===== src/design/tcnt_ram2r.sv =====
module tcnt_ram2r #(
  parameter int W = 8,
  parameter int D = 16,
  localparam int AW = (D > 1) ? $clog2(D) : 1
) (
  input  logic          clk,
  input  logic          wr_en,
  input  logic [AW-1:0] wr_addr,
  input  logic [W-1:0]  wr_data,
  input  logic [AW-1:0] rd0_addr,
  output logic [W-1:0]  rd0_data,
  input  logic [AW-1:0] rd1_addr,
  output logic [W-1:0]  rd1_data
);

  logic [W-1:0] mem [D];
  logic [W-1:0] rd0_data_r;
  logic [W-1:0] rd1_data_r;

  // one write port, two registered read ports
  always_ff @(posedge clk) begin
    if (wr_en) begin
      mem[wr_addr] <= wr_data;
    end
    rd0_data_r <= mem[rd0_addr];
    rd1_data_r <= mem[rd1_addr];
  end

  assign rd0_data = rd0_data_r;
  assign rd1_data = rd1_data_r;

endmodule


===== config.mk =====
export PLATFORM = sky130hd
export DESIGN_NAME = tcnt_ram2r
export DESIGN_NICKNAME = d
export VERILOG_FILES = /design/src/design/tcnt_ram2r.sv
export SDC_FILE = /design/constraint.sdc
export NUM_CORES = 1
export LEC_CHECK = 0
export ABC_AREA = 1
export BUFFER_PORTS_ARGS = -buffer_cell sky130_fd_sc_hd__buf_2
export CORE_MARGIN = 2
export CORE_UTILIZATION = 50
export CTS_BUF_LIST = sky130_fd_sc_hd__clkbuf_2
export CTS_CLUSTER_DIAMETER = 60
export CTS_CLUSTER_SIZE = 24
export DETAILED_ROUTE_END_ITERATION = 7
export PLACE_DENSITY = 0.67
export SYNTH_ARGS = -nofsm -noshare
export SYNTH_HDL_FRONTEND = slang
export SYNTH_SLANG_ARGS = --single-unit

===== constraint.sdc =====
create_clock -name clk -period 1.3 [get_ports clk]
set_clock_uncertainty 0.05 [all_clocks]
set_input_delay 0.065 -clock clk [delete_from_list [all_inputs] [get_ports clk]]
set_output_delay 0.065 -clock clk [all_outputs]
set_load 0.005 [all_outputs]

==> results_dict.tcl <==
set metrics [dict create \
    vias_per_cell 5.48 \
    synth_nets 873 \
    postSynthAreaPerCell_um2 8.53 \
    rsz0062_at_grt "true" \
    grt_pass1_vias 5627 \
    syn_inst 851 \
    synth_ff_type "edfxtp_1" \
    criticalPathCategory "register to primary output" \
    worst_path_max_delay_cell "dfxtp_2" \
    drtIter0Drc 802 \
    routed_wl_um 20200 \
    grt_first_pass_wirelength_um 30900 \
    hold_violations 0 \
    gp_congestion 0.901 \
    die_w_um 124 \
    numPortBuffers 37 \
    synthTopCellsByArea "edfxtp_1, nand3_1, nand2_1" \
    final_nets 942 \
    synth_most_common_cell "nand2_1" \
    grt-ovfl-total 0 \
    min_path_type "input pin to register" \
    postLayoutCoreUtil_pct 57.5 \
    clkTransAtPathRegs_ns 0.22 \
    synth_top_area_share_pct 52.9 \
    route.detailed.drc 1 \
    clkSinkCount 144 \
    wl_per_cell_um 18.1 \
    cts-root-buf "clkbuf_2" \
    crit_arrival_ns 1.22 \
    fmax_ghz 0.747 \
    synth_commonest_cells "nand2_1, nand3_1, inv_1" \
    drv_cap 0 \
    worstSkewPairLatency_ns 0.72 \
    drive_above_1_share_pct 13.1 \
    ir_drop_v 0.000990 \
    outcome "finished with violations" \
    die_h_um 124 \
    path_cells "buf_2" \
    cts_buffers 17 \
    post_synth_num_cell_types 13 \
    crit_path_max_incr_delay_ns 0.40 \
    synth_seq_cells 144 \
    rows 44 \
    violations "design-rule violations, negative setup slack" \
    core_um2 14400 \
    post_cts_buffers 0 \
    cp_top_family "flip-flops" \
    seq_area_frac_synth_pct 57.4 \
    tritoncts "built" \
    tns_ns -0.157 \
    yosys_warnings 0 \
    path_max_fanout 1 \
    area_growth_pct 13.8 \
    initial_core_util_pct 50.5 \
    dieArea_um2 15500 \
    finalSetupViolCount 8 \
    fin_ws_ns -0.0395 \
    crit_buf_inv 1 \
    period_minus_slack_ns 1.34 \
    fin_crit_sh_pct 103 \
    gr-usage-all-layers_pct 26.4 \
    report.final.slew_viol_count 0 \
    worst_pin_slew_ns 0.481 \
    cts_buffer_depth 2 \
    hpwl_um 12900 \
    max_slew_margin_pct 67.9 \
    grt_max_degree 49 \
    cts_max_level 4 \
    num_vias 6129 \
    startpoint_type "register" \
    synthArstFlopShare_pct 0 \
    power_density_nw_per_um2 1080 \
    yosysTopAreaCell "edfxtp_1" \
    cp-end-kind "primary output" \
    synth_edf_count 128 \
    num_io_pins 38 \
    required_ns 1.19 \
    netlist_area_um2 7260 \
    drtPass1Iterations 8 \
    power_leakage_uw 0.00377 \
    ant_nets 0 \
    antenna_found_initial 1 \
]
==> metrics by stage <==
stage               cell area [µm²]  power (µW)  worst slack (ns)  std cells  hold WS (ns)
floorplan                      7260        5960             0.234        851         0.114
global placement               7760        6390             0.111       1063         0.389
detailed placement             7760        6400             0.117       1063         0.393
CTS                            8240        8960           -0.0906       1117         0.143
global route                   8260        9290            -0.137       1118         0.129
finish                         8260        8930           -0.0395       1118         0.202
==> where the power goes <==
part	internal, µW	switching [µW]
Sequential	5180	48.9
Combinational	435	741
Clock	884	1640
Total	6500	2430
==> registers in the layout (all words and copies together) (netlist names) <==
register	flops
rd0_data	8
mem	128
rd1_data	8
==> logic make-up after synthesis <==
family | share of synthesized area [%]
buf+inv | 11.7
simple gates | 30.9
flops | 57.4
==> repair_timing <==
item                                    CTS  global route
endpoints found under the setup margin   16            16
resized for setup                        11             5
pin swaps                                 0             0
hold buffers                             22             0
hold endpoints to repair                272             0
==> worst paths after layout <==
kind	startpoint	end	slack [ns]	depth (start not counted)
worst max-delay path	rd1_data[1]$_DFF_P_	rd1_data[1]	-0.04	1
worst min-delay path	wr_data[3]	mem[11][3]$_DFFE_PP_	0.20	2
worst max register to register	mem[9][5]$_DFFE_PP_	rd0_data[5]$_DFF_P_	0.20	6
worst min register to register	mem[7][3]$_DFFE_PP_	rd1_data[3]$_DFF_P_	0.65	6
==> final cells by class <==
class,count,area [µm²]
fillers,1291,6110
inverters,138,518
repair buffers,98,855
multi-input cells,521,2240
clock inverters,14,141
clock buffers,18,90.1
diodes,1,2.50
flip-flops and latches,144,4180
well taps,184,230
==> placed cells by master, fill, tap and decap left out <==
master and count:
nand3b_1 2, bufinv_16 2, clkinv_2 4, buf_4 29, inv_1 134, diode_2 1, buf_2 32, inv_2 4
nand3_1 225, dfxtp_2 11, dfxtp_1 5, inv_6 2, buf_6 5, clkinv_4 2, nand2_1 277, dlygate4sd3_1 22
edfxtp_1 128, clkinv_1 1, clkbuf_2 18, buf_12 10, clkinvlp_4 3, nor2_1 17
==> routing by layer <==
layer / GRT usage (%) / up-vias / routed length, µm
met1: 37.4 / 2835 / 8380
li1: - / 2880 / -
met5: 0 / - / 0
met4: 9.05 / 0 / 520
met3: 6.44 / 40 / 2220
met2: 40.1 / 374 / 9110
No activity file was read; power rests on OpenSTA's default activity.
