`src/design/tcnt_ram.sv`:
```
module tcnt_ram #(
  parameter int W = 8,
  parameter int D = 16,
  localparam int AW = (D > 1) ? $clog2(D) : 1
) (
  input  logic          clk,
  input  logic          wr_en,
  input  logic [AW-1:0] wr_addr,
  input  logic [W-1:0]  wr_data,
  input  logic [AW-1:0] rd_addr,
  output logic [W-1:0]  rd_data
);

  logic [W-1:0] mem [D];
  logic [W-1:0] rd_data_r;

  // one write port, one registered read port
  always_ff @(posedge clk) begin
    if (wr_en) begin
      mem[wr_addr] <= wr_data;
    end
    rd_data_r <= mem[rd_addr];
  end

  assign rd_data = rd_data_r;

endmodule

```
`config.mk`:
```
export PLATFORM = sky130hd
export DESIGN_NAME = tcnt_ram
export DESIGN_NICKNAME = d
export VERILOG_FILES = /design/src/design/tcnt_ram.sv
export SDC_FILE = /design/constraint.sdc
export NUM_CORES = 1
export LEC_CHECK = 0
export BUFFER_PORTS_ARGS = -buffer_cell sky130_fd_sc_hd__buf_2
export CORE_ASPECT_RATIO = 1.25
export CORE_MARGIN = 2
export CORE_UTILIZATION = 35
export CTS_CLUSTER_DIAMETER = 60
export DETAILED_ROUTE_END_ITERATION = 16
export HOLD_SLACK_MARGIN = 0.08
export PLACE_DENSITY = 0.6
export REMOVE_ABC_BUFFERS = 1
export SLEW_MARGIN = 20
export SYNTH_ARGS = -nofsm -noshare
export SYNTH_HDL_FRONTEND = slang
export SYNTH_SLANG_ARGS = --single-unit
export TNS_END_PERCENT = 100
```
`constraint.sdc`:
```
create_clock -name clk -period 1.9 [get_ports clk]
set_input_delay 0.095 -clock clk [delete_from_list [all_inputs] [get_ports clk]]
set_output_delay 0.095 -clock clk [all_outputs]
set_load 0.05 [all_outputs]
```
==> impl_metrics.json, run 1 <==
{
  "total_power_w": 0.00701,
  "synth_most_common_cell": "edfxtp_1",
  "setup_slack_ns": 0.592,
  "yosysWarningCount": 0,
  "ys_seq_elements": 136,
  "grt-ovfl-total": 0,
  "p_leak_nw": 2.11,
  "grt_pass1_vias": 2592,
  "synth-main-ff-cell": "edfxtp_1",
  "crit_type": "flip-flop to flip-flop",
  "areaGrowthSynthToFinish_pct": 21.0,
  "finalSetupViolations": 0,
  "final_util_pct": 43.2,
  "synth_xor_area_share_pct": 0,
  "wl_mm": 9.48,
  "cpMaxStageDelayCell": "mux4_1",
  "period_needed_ns": 1.31,
  "synthMuxAreaShare_pct": 15.0,
  "yosys.area_share.adder_pct": 0,
  "diodes": 0,
  "fin_setup_tns_ns": 0,
  "cts.path.max_buffers": 2,
  "drt_pre_antenna_iters": 4,
  "worst-path-buf-inv": 0,
  "slowest_delay_ns": 0.50,
  "gp_congestion": 0.686,
  "fin_skew_ns": 0.0105,
  "min_path_type": "primary input to flip-flop",
  "root_buffer": "clkbuf_16",
  "status": "completed",
  "ys_async_sr_fraction_pct": 0,
  "vias": 2406,
  "path_clk_slew_ns": 0.06,
  "ant_nets": 0,
  "synth_top_family_by_area": "multiplexers",
  "synthTopCellsByCount": "edfxtp_1, mux4_2, a22oi_1, mux4_1, nor2_1",
  "dieHeight_um": 140,
  "critPathMaxFanout": 1,
  "coreArea_um2": 14400,
  "drive_above_1_share_pct": 31.0,
  "yosysSeqAreaShare_pct": 77.8,
  "fmax_ghz": 0.764,
  "crit_chain": "mux4_1, a22oi_1, nand2_1",
  "htree_levels": 4,
  "clk-insertion-delay-late_ns": 0.41,
  "cp_top_family": "multiplexers",
  "required_ns": 2.19,
  "synth_top_area_share_pct": 74.7,
  "final_max_slew_viol_count": 0,
  "io_buffer_count": 25,
  "multiInputGateArea_um2": 1060,
  "synth_enable_flop_cells": 128,
  "fp.dieArea_um2": 15700,
  "final.period_utilization_pct": 68.9,
  "cts_made_buffers": 17,
  "die_x_um": 112,
  "cts.sinks": 136,
  "drt_iter0_drc": 120,
  "place_ws_ns": 0.327,
  "num-nets-final": 305,
  "cp-end-kind": "flip-flop",
  "cp_data_arrival_time_ns": 1.59,
  "wl_per_cell_um": 19.8,
  "drv_cap": 0,
  "viasPerCell": 5.03,
  "cts_tree": "yes",
  "n_fill_cell": 1230,
  "start_util_pct": 35.7,
  "drc_errors": 0,
  "antenna_found_initial": 0,
  "synth_compound_area_share_pct": 2.33,
  "r2r_slack_ns": 0.59,
  "synth_simple_gate_area_share_pct": 3.18,
  "grt_use_total_pct": 13.0,
  "synth_top_area_cell": "edfxtp_1",
  "regArea_um2": 4000,
  "yosysUniqueCellTypes": 19,
  "start_kind": "flip-flop",
  "io_pins": 26,
  "core.rowCount": 49,
  "dpl.hpwl_mm": 6.01,
  "synth.avg_cell_area_um2": 22.5,
  "irDropWorstVdd_uv": 774,
  "hold_viol_final": 0,
  "yosys-top-cells-area": "edfxtp_1, mux4_2, mux4_1, dfxtp_1, a22oi_1",
  "grt_max_degree": 33,
  "synth_cells": 229,
  "grt_pass1_wl_mm": 14.8,
  "syn_area_um2": 5150,
  "tightest_slew_ns": 0.703,
  "cellPowerDensity_nw_per_um2": 1130,
  "slew_headroom_pct": 53.1,
  "rsz0062_at_grt": "false"
}
==> final cells by class <==
type,instances,area share [%]
multi-input cells,83,17.0
clock inverters,13,2.49
flip-flops and latches,136,64.3
well taps,178,3.58
clock buffers,19,7.11
repair buffers,49,5.55
==> state kept, by name (all words and copies together), names as in the netlist <==
register / count
mem: 128
rd_data: 8
==> per-stage QoR <==
stage	hold WS (ns)	std cells	instance area (um2)
final	0.0887	478	6230
after global routing	0.0846	478	6230
after CTS	0.0825	478	6230
after detailed placement	0.491	440	5570
after global placement	0.478	440	5570
after floorplan	0.194	219	5060
==> layout by cell type, fill, tap and decap left out, types with 2 or more instances in the layout <==
| master | instances |
|---|---|
| a22oi_1 | 16 |
| buf_12 | 2 |
| buf_2 | 25 |
| buf_4 | 16 |
| bufinv_16 | 3 |
| clkbuf_16 | 17 |
| clkinv_2 | 5 |
| clkinv_4 | 2 |
| clkinvlp_4 | 3 |
| dfxtp_1 | 8 |
| dlygate4sd3_1 | 6 |
| edfxtp_1 | 128 |
| mux4_1 | 14 |
| mux4_2 | 18 |
| nand2_1 | 9 |
| nand2b_1 | 2 |
| nand3b_1 | 2 |
| nor2_1 | 13 |
| nor3_1 | 4 |
==> per-layer routing <==
metal / share of wire (%) / up-vias / track usage (%)
li1: - / 1090 / -
met1: 44 / 1244 / 16.4
met4: 0.88 / 0 / 4.04
met2: 50 / 65 / 21.2
met3: 5.3 / 7 / 4.66
met5: 0 / - / 0
==> path summary, 6_finish.rpt <==
path              start         end  cells after the start
min          wr_data[0]   mem[9][0]                      1
max           mem[9][2]  rd_data[2]                      3
min reg2reg   mem[4][2]  rd_data[2]                      3
max reg2reg   mem[9][2]  rd_data[2]                      3
==> cell families (layout without fill, tap and decap cells) <==
| family | after synthesis | count (layout) |
|---|---|---|
| flip-flops | 136 | 136 |
| AND/OR/NAND/NOR | 35 | 35 |
| multiplexers | 32 | 32 |
| AO/OA/AOI/OAI | 16 | 16 |
| buffers and inverters | 10 | 81 |
==> timing repair <==
item                                    4_1_cts  5_1_grt
setup buffers                                 0        0
endpoints found under the setup margin        0        0
hold endpoints to repair                     85        0
resized for setup                             0        0
hold buffers                                  6        0
==> where the power goes <==
group | leakage (nW) | switching [W] | total, W | internal, W
logic | 0.600 | 0.000238 | 0.000379 | 0.000142
clock network | 0.288 | 0.00117 | 0.00325 | 0.00209
registers | 1.22 | 0.0000197 | 0.00337 | 0.00335
Power figures use the tool's default switching activity.
==> inputs of run 2 (changes only) <==
==> constraint.sdc (replaced) <==
create_clock -name clk -period 1.25 [get_ports clk]
set_input_delay 0.0625 -clock clk [delete_from_list [all_inputs] [get_ports clk]]
set_output_delay 0.0625 -clock clk [all_outputs]
set_load 0.05 [all_outputs]
==> impl_metrics.json, run 2 (synthesized netlist as in run 1, its figures left out) <==
{
  "cts_tree": "yes",
  "cts_made_buffers": 17,
  "topRoutingLayerUsed": "met4",
  "fmax_ghz": 0.816,
  "finalSetupViolations": 0,
  "grt_max_degree": 25,
  "critPathMaxFanout": 1,
  "gp_congestion": 0.704,
  "htree_levels": 4,
  "grt_pass1_wl_mm": 15.1,
  "p_int_w": 0.00863,
  "switching_share_pct": 19.8,
  "cts_setup_buffers": 0,
  "final_max_slew_viol_count": 0,
  "grt-ovfl-total": 0,
  "r2r_slack_ns": 0.02,
  "cellPowerDensity_nw_per_um2": 1700,
  "place_area_um2": 5630,
  "holdWs_ns": 0.210,
  "cts.sinks": 136,
  "slew_headroom_pct": 34.9,
  "status": "completed",
  "rr_endpoint": "rd_data[6]",
  "vias": 2459,
  "fin_skew_ns": 0.00896,
  "io_buffer_count": 25,
  "drv_cap": 0,
  "wl_met3_um": 490,
  "drive_above_1_share_pct": 39.9,
  "drt_iter0_drc": 173,
  "min_path_type": "primary input to flip-flop",
  "drt_pre_antenna_iters": 4,
  "start_util_pct": 35.7,
  "min_from": "wr_addr[0]",
  "hold_depth": 3,
  "hold_viol_final": 0,
  "areaGrowthSynthToFinish_pct": 22.7,
  "dpl.hpwl_mm": 6.29,
  "diodes": 0,
  "n_fill_cell": 1217,
  "r2r-start": "mem[11][6]",
  "wl_per_cell_um": 20.1,
  "seqPwrFrac_pct": 47.7,
  "drt-met1-wl_mm": 4.14,
  "p_leak_nw": 2.11,
  "path_clk_slew_ns": 0.06,
  "tightest_slew_ns": 0.975,
  "grt_use_total_pct": 13.4,
  "final.period_utilization_pct": 98.1,
  "p_comb_share_pct": 5.9,
  "io_pins": 26,
  "met2_length_mm": 5.03,
  "rsz0062_at_grt": "true",
  "grt_pass1_vias": 2662,
  "reg2regPathDepth": 3,
  "viasPerCell": 5.06,
  "antenna_found_initial": 0,
  "wl_mm": 9.78,
  "required_ns": 1.54,
  "largest_register": "mem",
  "core.rowCount": 49,
  "mostFrequentLayoutCells": "edfxtp_1, mux4_2, buf_2, buf_4, clkbuf_16",
  "hold_path_end": "mem[0][4]",
  "cp_data_arrival_time_ns": 1.52,
  "finalInstanceArea_um2": 6310,
  "final_common_cell": "edfxtp_1",
  "start_kind": "flip-flop",
  "cts.path.max_buffers": 2,
  "largest_reg_flops": 128,
  "ant_nets": 0,
  "fp.dieArea_um2": 15700,
  "dieHeight_um": 140,
  "die_x_um": 112,
  "irDropWorstVdd_uv": 980,
  "clkPwrFrac_pct": 46.4,
  "num-nets-final": 313,
  "crit_type": "flip-flop to flip-flop",
  "coreArea_um2": 14400,
  "root_buffer": "clkbuf_16",
  "p_sw_w": 0.00213,
  "cp-end-kind": "flip-flop",
  "drc_errors": 0,
  "clk-insertion-delay-late_ns": 0.41,
  "period_needed_ns": 1.23
}
## run 2: power groups by stage
stage / clock, W / sequential (W) / combinational, W
detailed placement: 0 / 0.00523 / 0.000591
global placement: 0 / 0.00522 / 0.000581
finish: 0.00499 / 0.00514 / 0.000636
global route: 0.00524 / 0.00514 / 0.000687
floorplan: 0 / 0.00532 / 0.000204
CTS: 0.00505 / 0.00514 / 0.000631
## run 2: cell type report
cell class	count	area, um2	area share (%)
clock buffers	23	478	7.57
clock inverters	9	123	1.94
multi-input cells	83	1060	16.9
flip-flops and latches	136	4000	63.4
well taps	178	223	3.53
repair buffers	57	423	6.70
## run 2: what timing repair did
action,CTS,global route
hold buffers,8,0
endpoints found under the hold margin,128,0
gates resized for setup,12,14
pin swaps,3,4
endpoints found under the setup margin,7,8
## run 2: layer usage
layer / global-route usage (%) / up-vias
met3: 4.09 / 12
li1: - / 1090
met2: 21.4 / 75
met1: 16.9 / 1282
met4: 5.78 / 0
met5: 0 / -
## run 2: worst max-delay path by stage
| stage | from | end | slack, ns | cells after the start |
|---|---|---|---|---|
| after floorplan | wr_addr[2] | mem[0][0] | -0.31 | 2 |
| after global routing | mem[3][0] | rd_data[0] | -0.04 | 3 |
| final | mem[11][6] | rd_data[6] | 0.02 | 3 |
| after CTS | mem[11][6] | rd_data[6] | -0.009 | 3 |
| after detailed placement | rd_addr[0] | rd_data[0] | -0.22 | 5 |
| after global placement | rd_addr[0] | rd_data[0] | -0.23 | 5 |
## run 2: critical path, cell delays in order, from the launching register on
cell      delay, ns
edfxtp_1       0.36
mux4_2         0.48
a22oi_2        0.20
nand2_1        0.07
## run 2: metrics by stage
step	setup WS, ns	setup TNS (ns)	power [W]	std cells	util [%]
after detailed placement	-0.220	-3.57	0.00582	446	39.1
after global routing	-0.0443	-0.128	0.0111	486	43.8
final	0.0239	0	0.0108	486	43.8
after CTS	-0.00883	-0.00883	0.0108	486	43.9
after global placement	-0.227	-3.02	0.00580	446	39.1
after floorplan	-0.305	-4.07	0.00553	219	-
